[src/sv/sfs_pkg.sv]
// Types, register indexes and the control store for the sprite frame sequencer.
// Depends on nothing; every other file in the project imports it.
`timescale 1ns / 1ps
`default_nettype none

package sfs_pkg;

	// Payload words.
	typedef struct packed {
		logic        op;
		logic [23:0] delta_time;
		logic        restart_backward;
	} item_t;

	typedef struct packed {
		logic [7:0] frame_index;
		logic [7:0] atlas_row;
		logic [7:0] atlas_col;
		logic       done_res;
	} result_t;

	localparam logic OP_TICK    = 1'b0;
	localparam logic OP_RESTART = 1'b1;

	// Configuration register indexes.
	localparam logic [2:0] CFG_FRAME_TOTAL   = 3'd0;
	localparam logic [2:0] CFG_FRAME_PERIOD  = 3'd1;
	localparam logic [2:0] CFG_LOOP_ENABLE   = 3'd2;
	localparam logic [2:0] CFG_PINGPONG      = 3'd3;
	localparam logic [2:0] CFG_ATLAS_COLUMNS = 3'd4;

	localparam int PC_W     = 4;
	localparam int DIV_BITS = 8;

	typedef logic [PC_W-1:0] pc_t;

	typedef enum logic [2:0] {
		UOP_NOP,
		UOP_WAIT,
		UOP_SUB,
		UOP_ADVANCE,
		UOP_RESTART,
		UOP_DIV_LOAD,
		UOP_DIV_STEP,
		UOP_EMIT
	} uop_t;

	typedef enum logic [2:0] {
		COND_NEVER,
		COND_ALWAYS,
		COND_NO_ITEM,
		COND_RESTART,
		COND_NOT_DUE,
		COND_DIV_MORE,
		COND_OUT_FREE
	} cond_t;

	typedef struct packed {
		uop_t  uop;
		cond_t cond;
		pc_t   target;
	} ucode_t;

	// Divider control from the sequencer.
	typedef struct packed {
		logic load;
		logic step;
	} div_ctl_t;

	// Program addresses.
	localparam pc_t PC_WAIT    = 4'd0;
	localparam pc_t PC_DECODE  = 4'd1;
	localparam pc_t PC_SUB     = 4'd2;
	localparam pc_t PC_TEST    = 4'd3;
	localparam pc_t PC_ADVANCE = 4'd4;
	localparam pc_t PC_RESTART = 4'd5;
	localparam pc_t PC_DLOAD   = 4'd6;
	localparam pc_t PC_DSTEP   = 4'd7;
	localparam pc_t PC_EMIT    = 4'd8;
	localparam pc_t PC_HOLD    = 4'd9;

	// A taken jump goes to target; otherwise the step counter moves on by one.
	function automatic ucode_t ucode_rom(input pc_t pc);
		ucode_t w;
		case (pc)
			PC_WAIT:    w = '{UOP_WAIT,     COND_NO_ITEM,  PC_WAIT};
			PC_DECODE:  w = '{UOP_NOP,      COND_RESTART,  PC_RESTART};
			PC_SUB:     w = '{UOP_SUB,      COND_NEVER,    PC_WAIT};
			PC_TEST:    w = '{UOP_NOP,      COND_NOT_DUE,  PC_WAIT};
			PC_ADVANCE: w = '{UOP_ADVANCE,  COND_ALWAYS,   PC_DLOAD};
			PC_RESTART: w = '{UOP_RESTART,  COND_NEVER,    PC_WAIT};
			PC_DLOAD:   w = '{UOP_DIV_LOAD, COND_NEVER,    PC_WAIT};
			PC_DSTEP:   w = '{UOP_DIV_STEP, COND_DIV_MORE, PC_DSTEP};
			PC_EMIT:    w = '{UOP_EMIT,     COND_OUT_FREE, PC_WAIT};
			PC_HOLD:    w = '{UOP_NOP,      COND_ALWAYS,   PC_EMIT};
			default:    w = '{UOP_NOP,      COND_ALWAYS,   PC_WAIT};
		endcase
		return w;
	endfunction

endpackage

`default_nettype wire

[src/sv/sfs_div.sv]
// Restoring divider, one quotient bit per step, for the atlas row and column.
// Depends on sfs_pkg for the control struct and the step count.
`timescale 1ns / 1ps
`default_nettype none

module sfs_div (
	input  wire logic             clk,
	input  wire logic             arst_n,
	input  wire sfs_pkg::div_ctl_t ctl,
	input  wire logic [7:0]       dividend,
	input  wire logic [8:0]       divisor,
	output logic [7:0]            quotient,
	output logic [7:0]            remainder,
	output logic                  more
);
	import sfs_pkg::*;

	logic [7:0] quo_q;
	logic [8:0] rem_q;
	logic [3:0] cnt_q;
	logic [9:0] trial;
	logic       fits;

	assign trial = {rem_q, quo_q[7]};
	assign fits  = trial >= {1'b0, divisor};

	always_ff @(posedge clk) begin
		if (ctl.load) begin
			quo_q <= dividend;
			rem_q <= '0;
		end else if (ctl.step) begin
			quo_q <= {quo_q[6:0], fits};
			// The remainder stays below the divisor, so nine bits hold it.
			rem_q <= fits ? 9'(trial - {1'b0, divisor}) : trial[8:0];
		end
	end

	always_ff @(posedge clk or negedge arst_n) begin
		if (!arst_n) begin
			cnt_q <= '0;
		end else if (ctl.load) begin
			cnt_q <= 4'(DIV_BITS);
		end else if (ctl.step && cnt_q != '0) begin
			cnt_q <= cnt_q - 4'd1;
		end
	end

	// More steps remain after the one being taken now.
	assign more      = cnt_q > 4'd1;
	assign quotient  = quo_q;
	assign remainder = rem_q[7:0];

endmodule

`default_nettype wire

[src/sv/sprite_frame_sequencer.sv]
// Top level of the sprite frame sequencer: microcoded control, countdown and
// frame stepping datapath. Depends on sfs_pkg and sfs_div.
//
//  channel | direction | handshake          | word
//  item    | in        | item_valid/stall   | sfs_pkg::item_t
//  res     | out       | res_valid/stall    | sfs_pkg::result_t
//  cfg     | in        | cfg_valid/ready    | cfg_index, cfg_data
//
// One item at a time. A tick that is not yet due returns to wait; a tick that
// steps and a restart both run through the serial divider before emit step.
// A stalled result holds the sequencer at the emit step until it is taken.
// Reset clears the countdown, frame position, direction and completed flag
// and loads the register defaults. Both input channels hold off during reset;
// otherwise cfg is always ready.
`timescale 1ns / 1ps
`default_nettype none

module sprite_frame_sequencer #(
	parameter int MAX_FRAMES = 256
) (
	input  wire logic             clk,
	input  wire logic             arst_n,
	input  wire logic             item_valid,
	output logic                  item_stall,
	input  wire sfs_pkg::item_t   item,
	output logic                  res_valid,
	input  wire logic             res_stall,
	output sfs_pkg::result_t      res,
	input  wire logic             cfg_valid,
	output logic                  cfg_ready,
	input  wire logic [2:0]       cfg_index,
	input  wire logic [23:0]      cfg_data
);
	import sfs_pkg::*;

	localparam logic [8:0] POS_LIM = 9'((MAX_FRAMES < 256) ? MAX_FRAMES : 256);

	// Configuration registers.
	logic [8:0]  frame_total_q;
	logic [23:0] frame_period_q;
	logic        loop_q;
	logic        pingpong_q;
	logic [8:0]  columns_q;

	// Captured item.
	logic        op_q;
	logic [23:0] delta_q;
	logic        back_req_q;

	// Animation state.
	logic signed [24:0] countdown_q;
	logic [7:0]         pos_q;
	logic               going_back_q;
	logic               finished_q;

	pc_t      pc_q;
	pc_t      pc_next;
	ucode_t   uw;
	logic     take;
	logic     out_free;
	logic     accept;
	div_ctl_t div_ctl;
	logic [7:0] quotient;
	logic [7:0] remainder;
	logic       div_more;
	logic       res_valid_q;
	result_t    res_q;

	logic [8:0] total;
	logic [7:0] last_pos;
	logic [7:0] adv_pos;
	logic       adv_back;
	logic       adv_fin;
	logic signed [24:0] cd_sub;
	logic signed [24:0] cd_add;

	function automatic logic signed [24:0] sat25(input logic signed [25:0] v);
		logic signed [24:0] r;
		if (v > 26'sd16777215) begin
			r = 25'sd16777215;
		end else if (v < -26'sd16777216) begin
			r = -25'sd16777216;
		end else begin
			r = v[24:0];
		end
		return r;
	endfunction

	assign uw       = ucode_rom(pc_q);
	assign out_free = !res_valid_q || !res_stall;
	assign accept   = item_valid && !item_stall;

	// Next step.
	always_comb begin
		case (uw.cond)
			COND_NEVER:    take = 1'b0;
			COND_ALWAYS:   take = 1'b1;
			COND_NO_ITEM:  take = !item_valid;
			COND_RESTART:  take = op_q == OP_RESTART;
			COND_NOT_DUE:  take = !countdown_q[24] && countdown_q != '0;
			COND_DIV_MORE: take = div_more;
			COND_OUT_FREE: take = out_free;
			default:       take = 1'b1;
		endcase
		pc_next = take ? uw.target : pc_q + pc_t'(1);
	end

	// Control word decode.
	always_comb begin
		item_stall   = uw.uop != UOP_WAIT || !arst_n;
		div_ctl.load = uw.uop == UOP_DIV_LOAD;
		div_ctl.step = uw.uop == UOP_DIV_STEP;
	end

	always_ff @(posedge clk or negedge arst_n) begin
		if (!arst_n) begin
			pc_q <= PC_WAIT;
		end else begin
			pc_q <= pc_next;
		end
	end

	always_ff @(posedge clk) begin
		if (accept) begin
			op_q       <= item.op;
			delta_q    <= item.delta_time;
			back_req_q <= item.restart_backward;
		end
	end

	assign cfg_ready = arst_n;

	always_ff @(posedge clk or negedge arst_n) begin
		if (!arst_n) begin
			frame_total_q  <= 9'd2;
			frame_period_q <= 24'd65536;
			loop_q         <= 1'b0;
			pingpong_q     <= 1'b0;
			columns_q      <= 9'd0;
		end else if (cfg_valid && cfg_ready) begin
			case (cfg_index)
				CFG_FRAME_TOTAL:   frame_total_q  <= cfg_data[8:0];
				CFG_FRAME_PERIOD:  frame_period_q <= cfg_data;
				CFG_LOOP_ENABLE:   loop_q         <= cfg_data[0];
				CFG_PINGPONG:      pingpong_q     <= cfg_data[0];
				CFG_ATLAS_COLUMNS: columns_q      <= cfg_data[8:0];
				default: ;
			endcase
		end
	end

	// Effective frame total, clamped to the supported range.
	always_comb begin
		if (frame_total_q < 9'd2) begin
			total = 9'd2;
		end else if (frame_total_q > POS_LIM) begin
			total = POS_LIM;
		end else begin
			total = frame_total_q;
		end
		last_pos = 8'(total - 9'd1);
	end

	assign cd_sub = sat25({countdown_q[24], countdown_q} - {2'b00, delta_q});
	assign cd_add = sat25({countdown_q[24], countdown_q} + {2'b00, frame_period_q});

	// One frame step in the current direction.
	always_comb begin
		adv_pos  = pos_q;
		adv_back = going_back_q;
		adv_fin  = finished_q;
		if (going_back_q) begin
			if (pos_q != 8'd0) begin
				adv_pos = pos_q - 8'd1;
			end else if (loop_q && pingpong_q) begin
				adv_back = 1'b0;
				adv_pos  = 8'd1;
			end else if (loop_q) begin
				adv_pos = last_pos;
			end else begin
				adv_fin = 1'b1;
				adv_pos = 8'd0;
			end
		end else begin
			if ({1'b0, pos_q} + 9'd1 < total) begin
				adv_pos = pos_q + 8'd1;
			end else if (pingpong_q) begin
				adv_back = 1'b1;
				adv_pos  = 8'(total - 9'd2);
			end else if (loop_q) begin
				adv_pos = 8'd0;
			end else begin
				adv_fin = 1'b1;
				adv_pos = last_pos;
			end
		end
	end

	always_ff @(posedge clk or negedge arst_n) begin
		if (!arst_n) begin
			countdown_q  <= '0;
			pos_q        <= '0;
			going_back_q <= 1'b0;
			finished_q   <= 1'b0;
		end else begin
			case (uw.uop)
				UOP_SUB: begin
					countdown_q <= cd_sub;
				end
				UOP_ADVANCE: begin
					countdown_q  <= cd_add;
					pos_q        <= adv_pos;
					going_back_q <= adv_back;
					finished_q   <= adv_fin;
				end
				UOP_RESTART: begin
					finished_q   <= 1'b0;
					going_back_q <= back_req_q;
					pos_q        <= back_req_q ? last_pos : 8'd0;
				end
				default: ;
			endcase
		end
	end

	sfs_div u_div (
		.clk       (clk),
		.arst_n    (arst_n),
		.ctl       (div_ctl),
		.dividend  (pos_q),
		.divisor   (columns_q),
		.quotient  (quotient),
		.remainder (remainder),
		.more      (div_more)
	);

	// Output register: the emit step loads it only once the previous word has gone.
	always_ff @(posedge clk or negedge arst_n) begin
		if (!arst_n) begin
			res_valid_q <= 1'b0;
		end else if (uw.uop == UOP_EMIT && out_free) begin
			res_valid_q <= 1'b1;
		end else if (!res_stall) begin
			res_valid_q <= 1'b0;
		end
	end

	always_ff @(posedge clk) begin
		if (uw.uop == UOP_EMIT && out_free) begin
			res_q.frame_index <= pos_q;
			res_q.atlas_row   <= (columns_q == 9'd0) ? 8'd0 : quotient;
			res_q.atlas_col   <= (columns_q == 9'd0) ? 8'd0 : remainder;
			res_q.done_res    <= finished_q;
		end
	end

	assign res_valid = res_valid_q;
	assign res       = res_q;

endmodule

`default_nettype wire

[config.mk]
export PLATFORM = sky130hd
export DESIGN_NAME = sprite_frame_sequencer
export DESIGN_NICKNAME = d
export VERILOG_FILES = /design/src/sv/sfs_pkg.sv /design/src/sv/sfs_div.sv /design/src/sv/sprite_frame_sequencer.sv
export SDC_FILE = /design/constraint.sdc
export NUM_CORES = 1
export LEC_CHECK = 0
export ABC_CLOCK_PERIOD_IN_PS = 4600
export BUFFER_PORTS_ARGS = -buffer_cell sky130_fd_sc_hd__buf_4
export CAP_MARGIN = 20
export CORE_AREA = 2 2 142 144
export DETAILED_ROUTE_END_ITERATION = 8
export DIE_AREA = 0 0 144 146
export GPL_TIMING_DRIVEN = 0
export PLACE_DENSITY = 0.73
export SLEW_MARGIN = 25
export SYNTH_ARGS = -nofsm -noshare
export SYNTH_HDL_FRONTEND = slang
export SYNTH_SLANG_ARGS = --single-unit
[constraint.sdc]
create_clock -name clk -period 4.6 [get_ports clk]
set_input_delay 1.38 -clock clk [delete_from_list [all_inputs] [get_ports clk]]
set_output_delay 1.38 -clock clk [all_outputs]
set_load 0.01 [all_outputs]
==> flow_summary.json, run 1 <==
{
  "final_cell_mix": "a21oi_1 (105), nand2_1 (100), buf_4 (86), dfrtp_1 (86), ha_1 (79)",
  "final_util_pct": 62.8,
  "synthTopCellsByArea": "dfrtp_1 (20%), edfxtp_1 (17%), ha_1 (9.4%)",
  "numCtsBuffers": 17,
  "path_clk_slew_ns": 0.06,
  "start_util_pct": 54.5,
  "port_buffers": 85,
  "worstPathRequired_ns": 3.22,
  "worst_pin_slew_ns": 0.852,
  "cts_tree": "built",
  "clock_path_buffers": 2,
  "grt_pass1_wl_um": 42700,
  "min_path_type": "reg -> reg",
  "power_mw": 8.95,
  "path_max_fanout": 92,
  "maxCapViolCount": 0,
  "synth_top_cell_by_area": "dfrtp_1",
  "synth_edf_count": 59,
  "postCtsHoldBufs": 0,
  "drive_gt1_share_pct": 14.9,
  "yosys_register_bits": 156,
  "cellPowerDensity_nw_per_um2": 737,
  "worst_hold_slack_ns": 0.445,
  "drc": 0,
  "globalRouteTotalUtil_pct": 25.7,
  "cp_data_arrival_time_ns": 2.64,
  "ys_warn_count": 0,
  "final_common_cell": "a21oi_1",
  "dieArea_sq_um": 21000,
  "synth.yosys.seq_area_share_pct": 39.4,
  "drtIter0Drc": 615,
  "syn-cell-area_sq_um": 10500,
  "die_h_um": 146,
  "drt-pass1-iter-count": 5,
  "fmax_mhz": 249,
  "gr-total-overflow": 0,
  "areaGrowthSynthToFinish_pct": 15.2,
  "worstSetupEndpointType": "output pin",
  "tns_ns": 0,
  "clock_latency_ns": 0.44,
  "ys_types": 80,
  "clock-root-buffer": "clkbuf_16",
  "async_flop_share_pct": 56.4,
  "grt_pass1_vias": 8653,
  "num_rows": 51,
  "gp_congestion": 0.929,
  "clkSinkCount": 156,
  "postCtsSetupRepairBufs": 0,
  "wl_per_cell_um": 17.3,
  "nets": 1374,
  "postRouteAntennaNets": 0,
  "post-route-min-period_ns": 4.02,
  "hold_viol_final": 0,
  "synth.avg_cell_area_sq_um": 9.34,
  "irDropWorstVdd_v": 0.000367,
  "leakage_nw": 5.26,
  "critPathKind": "in -> out",
  "start_kind": "primary input",
  "pin_count": 86,
  "cts_max_level": 4,
  "route.vias.total": 8878,
  "ys.flop_type": "dfrtp_1",
  "synth_top_area_share_pct": 20.4,
  "finClkSkew_ns": 0.0136,
  "rsz0062_at_grt": "no",
  "design.core.area_sq_um": 19300,
  "dp_hpwl_um": 20200,
  "maxSlewViolCount": 0,
  "avgViaCountPerCell": 5.87,
  "grt_antenna_before_repair": 0,
  "cts_resized": 0,
  "n_antenna_cell": 0,
  "run_status": "complete, no violations",
  "grt_max_degree": 93,
  "wirelength_um": 26100,
  "fp.dieW_um": 144,
  "finalSetupViolCount": 0,
  "netlist_instances": 1128,
  "period_share_pct": 87.3,
  "slew-limit-headroom_pct": 43.2,
  "mappedNetlistNets": 1268
}
## flip-flops by register name, summed over array words and instances (netlist names)
register	flops
countdown_q	25
res	25
delta_q	24
frame_period_q	24
columns_q	9
frame_total_q	9
u_div.rem_q	9
pos_q	8
u_div.quotient	8
pc_q	4
u_div.cnt_q	4
back_req_q	1
finished_q	1
going_back_q	1
loop_q	1
op_q	1
pingpong_q	1
res_valid	1
## synthesized netlist by cell type, types with 19 or more instances
master and number:
ha_1 79, mux2_2 44, nand2b_1 20, o31ai_1 19
inv_1 69, dfrtp_1 86, edfxtp_1 59, nand2_1 100
clkbuf_1 39, nor2_1 71, o21ai_0 63, xnor2_1 39
nor3_1 25, nand3_1 28, a21o_1 28, a21oi_1 106
xor2_1 20
## per-stage QoR
| stage | instance area, sq um | worst slack, ns | cells |
|---|---|---|---|
| global route | 12100 | 0.437 | 1512 |
| CTS | 12100 | 0.562 | 1512 |
| floorplan | 10500 | 1.13 | 1128 |
| detailed placement | 11600 | 0.510 | 1480 |
| global placement | 11500 | -0.293 | 1478 |
| finish | 12100 | 0.584 | 1512 |
## critical path, cell delays in order
cell and delay, ns:
buf_6 0.61, nand2_1 0.11, nor2_1 0.11, nand3_1 0.16
buf_4 0.19
## power breakdown
part           leakage, nW  internal (mW)  switching, mW
Combinational         3.30           2.15           3.09
Sequential            1.69           1.94          0.406
Clock                0.276          0.774          0.594
## path summary, 6_finish.rpt
kind / from / endpoint / slack (ns) / depth (start not counted)
max in group asynchronous: arst_n / u_div.cnt_q[2]$_DFFE_PN0P_ / 2.99 / 1
worst max-delay path: arst_n / item_stall / 0.58 / 5
worst min register to register: pos_q[6]$_DFFE_PN0P_ / res[23]$_DFFE_PP_ / 0.44 / 0
min in group asynchronous: arst_n / countdown_q[1]$_DFFE_PN0P_ / 1.03 / 1
worst min-delay path: pos_q[6]$_DFFE_PN0P_ / res[23]$_DFFE_PP_ / 0.44 / 0
worst max register to register: frame_total_q[4]$_DFFE_PN0P_ / pos_q[5]$_DFFE_PN0P_ / 0.63 / 15
## logic make-up (layout without fill, tap and decap cells)
logic type                 count (synthesis)  after routing  synth area share [%]
AOI/OAI and AO/OA                        330            330                  20.3
xor gates and xnor gates                  59             59                  4.90
adders and majority gates                 82             82                  9.95
buffers and inverters                    114            233                  4.29
DFF                                      156            156                  39.4
muxes                                     52             52                  5.46
and+or+nand+nor                          335            335                  15.7
## metal layers
metal  track usage, %  wire length (um)  vias to the layer above  part of all wire [%]
met3             4.24              1400                       60                   5.4
met5                0                 0                        -                     0
met4             10.5               905                        0                   3.5
met1             32.8             11100                     4176                    43
li1                 -                 -                     4353                     -
met2             43.1             12700                      289                    49
## area by class of cell
cell class | instances | area (sq um)
multi-input cells | 858 | 5950
plain buffers | 45 | 193
fillers | 1651 | 7190
inverters | 69 | 259
well taps | 265 | 332
clock inverters | 13 | 113
clock buffers | 19 | 453
repair buffers | 87 | 689
flip-flops and latches | 156 | 4160
Note: power is estimated with default switching activity, not from simulation.
==> inputs of run 2 (changes only) <==
Settings changed: BUFFER_PORTS_ARGS -buffer_cell sky130_fd_sc_hd__buf_4 to -buffer_cell sky130_fd_sc_hd__buf_2.
==> run 2 against run 1 <==
Sequential cell count unchanged. Largest power group unchanged. Core utilization decreased by 0.67 points. Highest routed layer unchanged. Die area unchanged.
==> flow_summary.json, run 2 (synthesis results as in run 1) <==
{
  "rsz0062_at_grt": "no",
  "clock-root-buffer": "clkbuf_16",
  "hold_depth": 0,
  "start_util_pct": 54.5,
  "worstPathRequired_ns": 4.95,
  "numCtsBuffers": 17,
  "drc": 0,
  "worstSetupEndpointType": "flop",
  "cp_cell_sequence": "clkbuf_1, or4_1, nor3_1, o21ai_0, ha_1, a21o_1, a21o_1, a211oi_1, o21bai_1, a31o_1, buf_6, nand2_4, a221oi_1, or4_1, a21oi_1",
  "period_share_pct": 87.4,
  "wl_per_cell_um": 17.1,
  "final_cell_mix": "a21oi_1 (105), nand2_1 (100), dfrtp_1 (86)",
  "final_common_cell": "a21oi_1",
  "min_path_type": "reg -> reg",
  "post-route-min-period_ns": 4.02,
  "swShare_pct": 45.3,
  "gp_congestion": 0.965,
  "clkSinkCount": 156,
  "p_clk_share_pct": 16.4,
  "power.share.combinational_pct": 57.6,
  "wirelength_um": 25900,
  "p_int_mw": 4.94,
  "globalRouteTotalUtil_pct": 25.3,
  "fmax_mhz": 249,
  "drive_gt1_share_pct": 15.1,
  "postRouteAntennaNets": 0,
  "cp_data_arrival_time_ns": 4.37,
  "drtIter0Drc": 644,
  "grt_antenna_before_repair": 0,
  "maxSlewViolCount": 0,
  "worst_pin_slew_ns": 0.913,
  "holdPathEnd": "res[19]$_DFFE_PP_",
  "dieArea_sq_um": 21000,
  "start_kind": "flop",
  "irDropWorstVdd_v": 0.000373,
  "postCtsSetupRepairBufs": 0,
  "cellPowerDensity_nw_per_um2": 752,
  "dp_hpwl_um": 20100,
  "maxCapViolCount": 0,
  "path_max_fanout": 10,
  "grt_pass1_wl_um": 42100,
  "clock_path_buffers": 2,
  "critPathSlowestCell": "or4_1",
  "fp.dieW_um": 144,
  "power_mw": 9.03,
  "cts_resized": 0,
  "design_area_sq_um": 12000,
  "r2r_cells": 15,
  "die_h_um": 146,
  "leakage_nw": 5.24,
  "postCtsHoldBufs": 0,
  "drt-pass1-iter-count": 6,
  "layoutNonFillerInstCount": 1513,
  "hold_viol_final": 0,
  "avgViaCountPerCell": 5.86,
  "port_buffers": 85,
  "place_area_sq_um": 11400,
  "finalSetupViolCount": 0,
  "rr_endpoint": "pos_q[5]$_DFFE_PN0P_",
  "design.core.area_sq_um": 19300,
  "reg2reg_from": "frame_total_q[4]$_DFFE_PN0P_",
  "dp.cells": 1481,
  "n_antenna_cell": 0,
  "slew-limit-headroom_pct": 39.1,
  "power_frac_seq_pct": 26.0,
  "grt_max_degree": 50,
  "pin_count": 86,
  "crit_path_max_incr_delay_ns": 0.58,
  "grt_pass1_vias": 8422,
  "p_switching_mw": 4.10,
  "hold_start": "pos_q[2]$_DFFE_PN0P_",
  "areaGrowthSynthToFinish_pct": 14.0,
  "gr-total-overflow": 0,
  "regToRegSetupSlack_ns": 0.58,
  "cts_tree": "built",
  "clock_latency_ns": 0.44,
  "num_rows": 51,
  "cts_max_level": 4,
  "path_clk_slew_ns": 0.06,
  "route.vias.total": 8860,
  "cpLargestDelayFamily": "compound AO/OA/AOI/OAI gates",
  "critPathKind": "reg -> reg",
  "crit_buf_inv": 2,
  "run_status": "complete, no violations",
  "finClkSkew_ns": 0.00782,
  "nets": 1375
}
run 2: cell types whose count changed in the layout (fill, tap and decap cells not counted), moves of 2 or more:
cell        change
buf_2          +84
buf_4          -84
clkinv_1        -2
clkinv_4        +2
clkinvlp_4      -2
run 2: power by group through the flow:
stage | logic, mW | registers, mW | clock network, mW
2_1_floorplan | 3.96 | 2.23 | 0
3_3_place_gp | 4.96 | 2.35 | 0
3_5_place_dp | 5.08 | 2.36 | 0
4_1_cts | 5.14 | 2.34 | 1.49
5_1_grt | 5.81 | 2.40 | 1.55
6_report | 5.20 | 2.35 | 1.48
run 2: metrics by stage:
stage / hold WS [ns] / TNS [ns] / setup WS [ns] / util, %
after detailed placement: 0.435 / 0 / 0.602 / 58.9
after floorplan: 0.423 / 0 / 1.13 / -
after global routing: 0.455 / 0 / 0.332 / 62.1
after global placement: 0.428 / -31.58 / -0.953 / 58.4
after CTS: 0.450 / 0 / 0.577 / 62.1
final: 0.447 / 0 / 0.579 / 62.1
run 2: worst reg2reg max path, delay by kind of cell (launching register included):
kind | cells | cell delay (ns)
AND/OR/NAND/NOR | 4 | 1.38
buffers and inverters | 2 | 0.36
AO/OA/AOI/OAI | 8 | 1.47
adder cells (fa/ha/maj) | 1 | 0.35
flip-flops | 1 | 0.39
run 2: routing by layer:
layer	GRT usage, %	wire, um
met1	33.4	11200
met5	0	0
met3	3.03	1150
met2	42.8	12800
met4	9.17	764
run 2: final cells by class:
type                            instances  area (sq um)
Buffer                                 45           193
Clock buffer                           22           495
Clock inverter                         10           124
Fill cell                            1654          7320
Inverter                               69           259
Multi-Input combinational cell        858          5950
Sequential cell                       156          4160
Tap cell                              265           332
Timing Repair Buffer                   88           507
run 2: worst max-delay path by stage:
stage / startpoint / end / slack [ns] / depth (start not counted)
2_1_floorplan: frame_total_q[4]$_DFFE_PN0P_ / pos_q[5]$_DFFE_PN0P_ / 1.13 / 15
3_3_place_gp: arst_n / delta_q[0]$_DFFE_PP_ / -0.95 / 5
3_5_place_dp: arst_n / item_stall / 0.60 / 6
4_1_cts: arst_n / item_stall / 0.58 / 6
5_1_grt: frame_total_q[4]$_DFFE_PN0P_ / pos_q[5]$_DFFE_PN0P_ / 0.33 / 15
6_report: frame_total_q[4]$_DFFE_PN0P_ / pos_q[5]$_DFFE_PN0P_ / 0.58 / 15
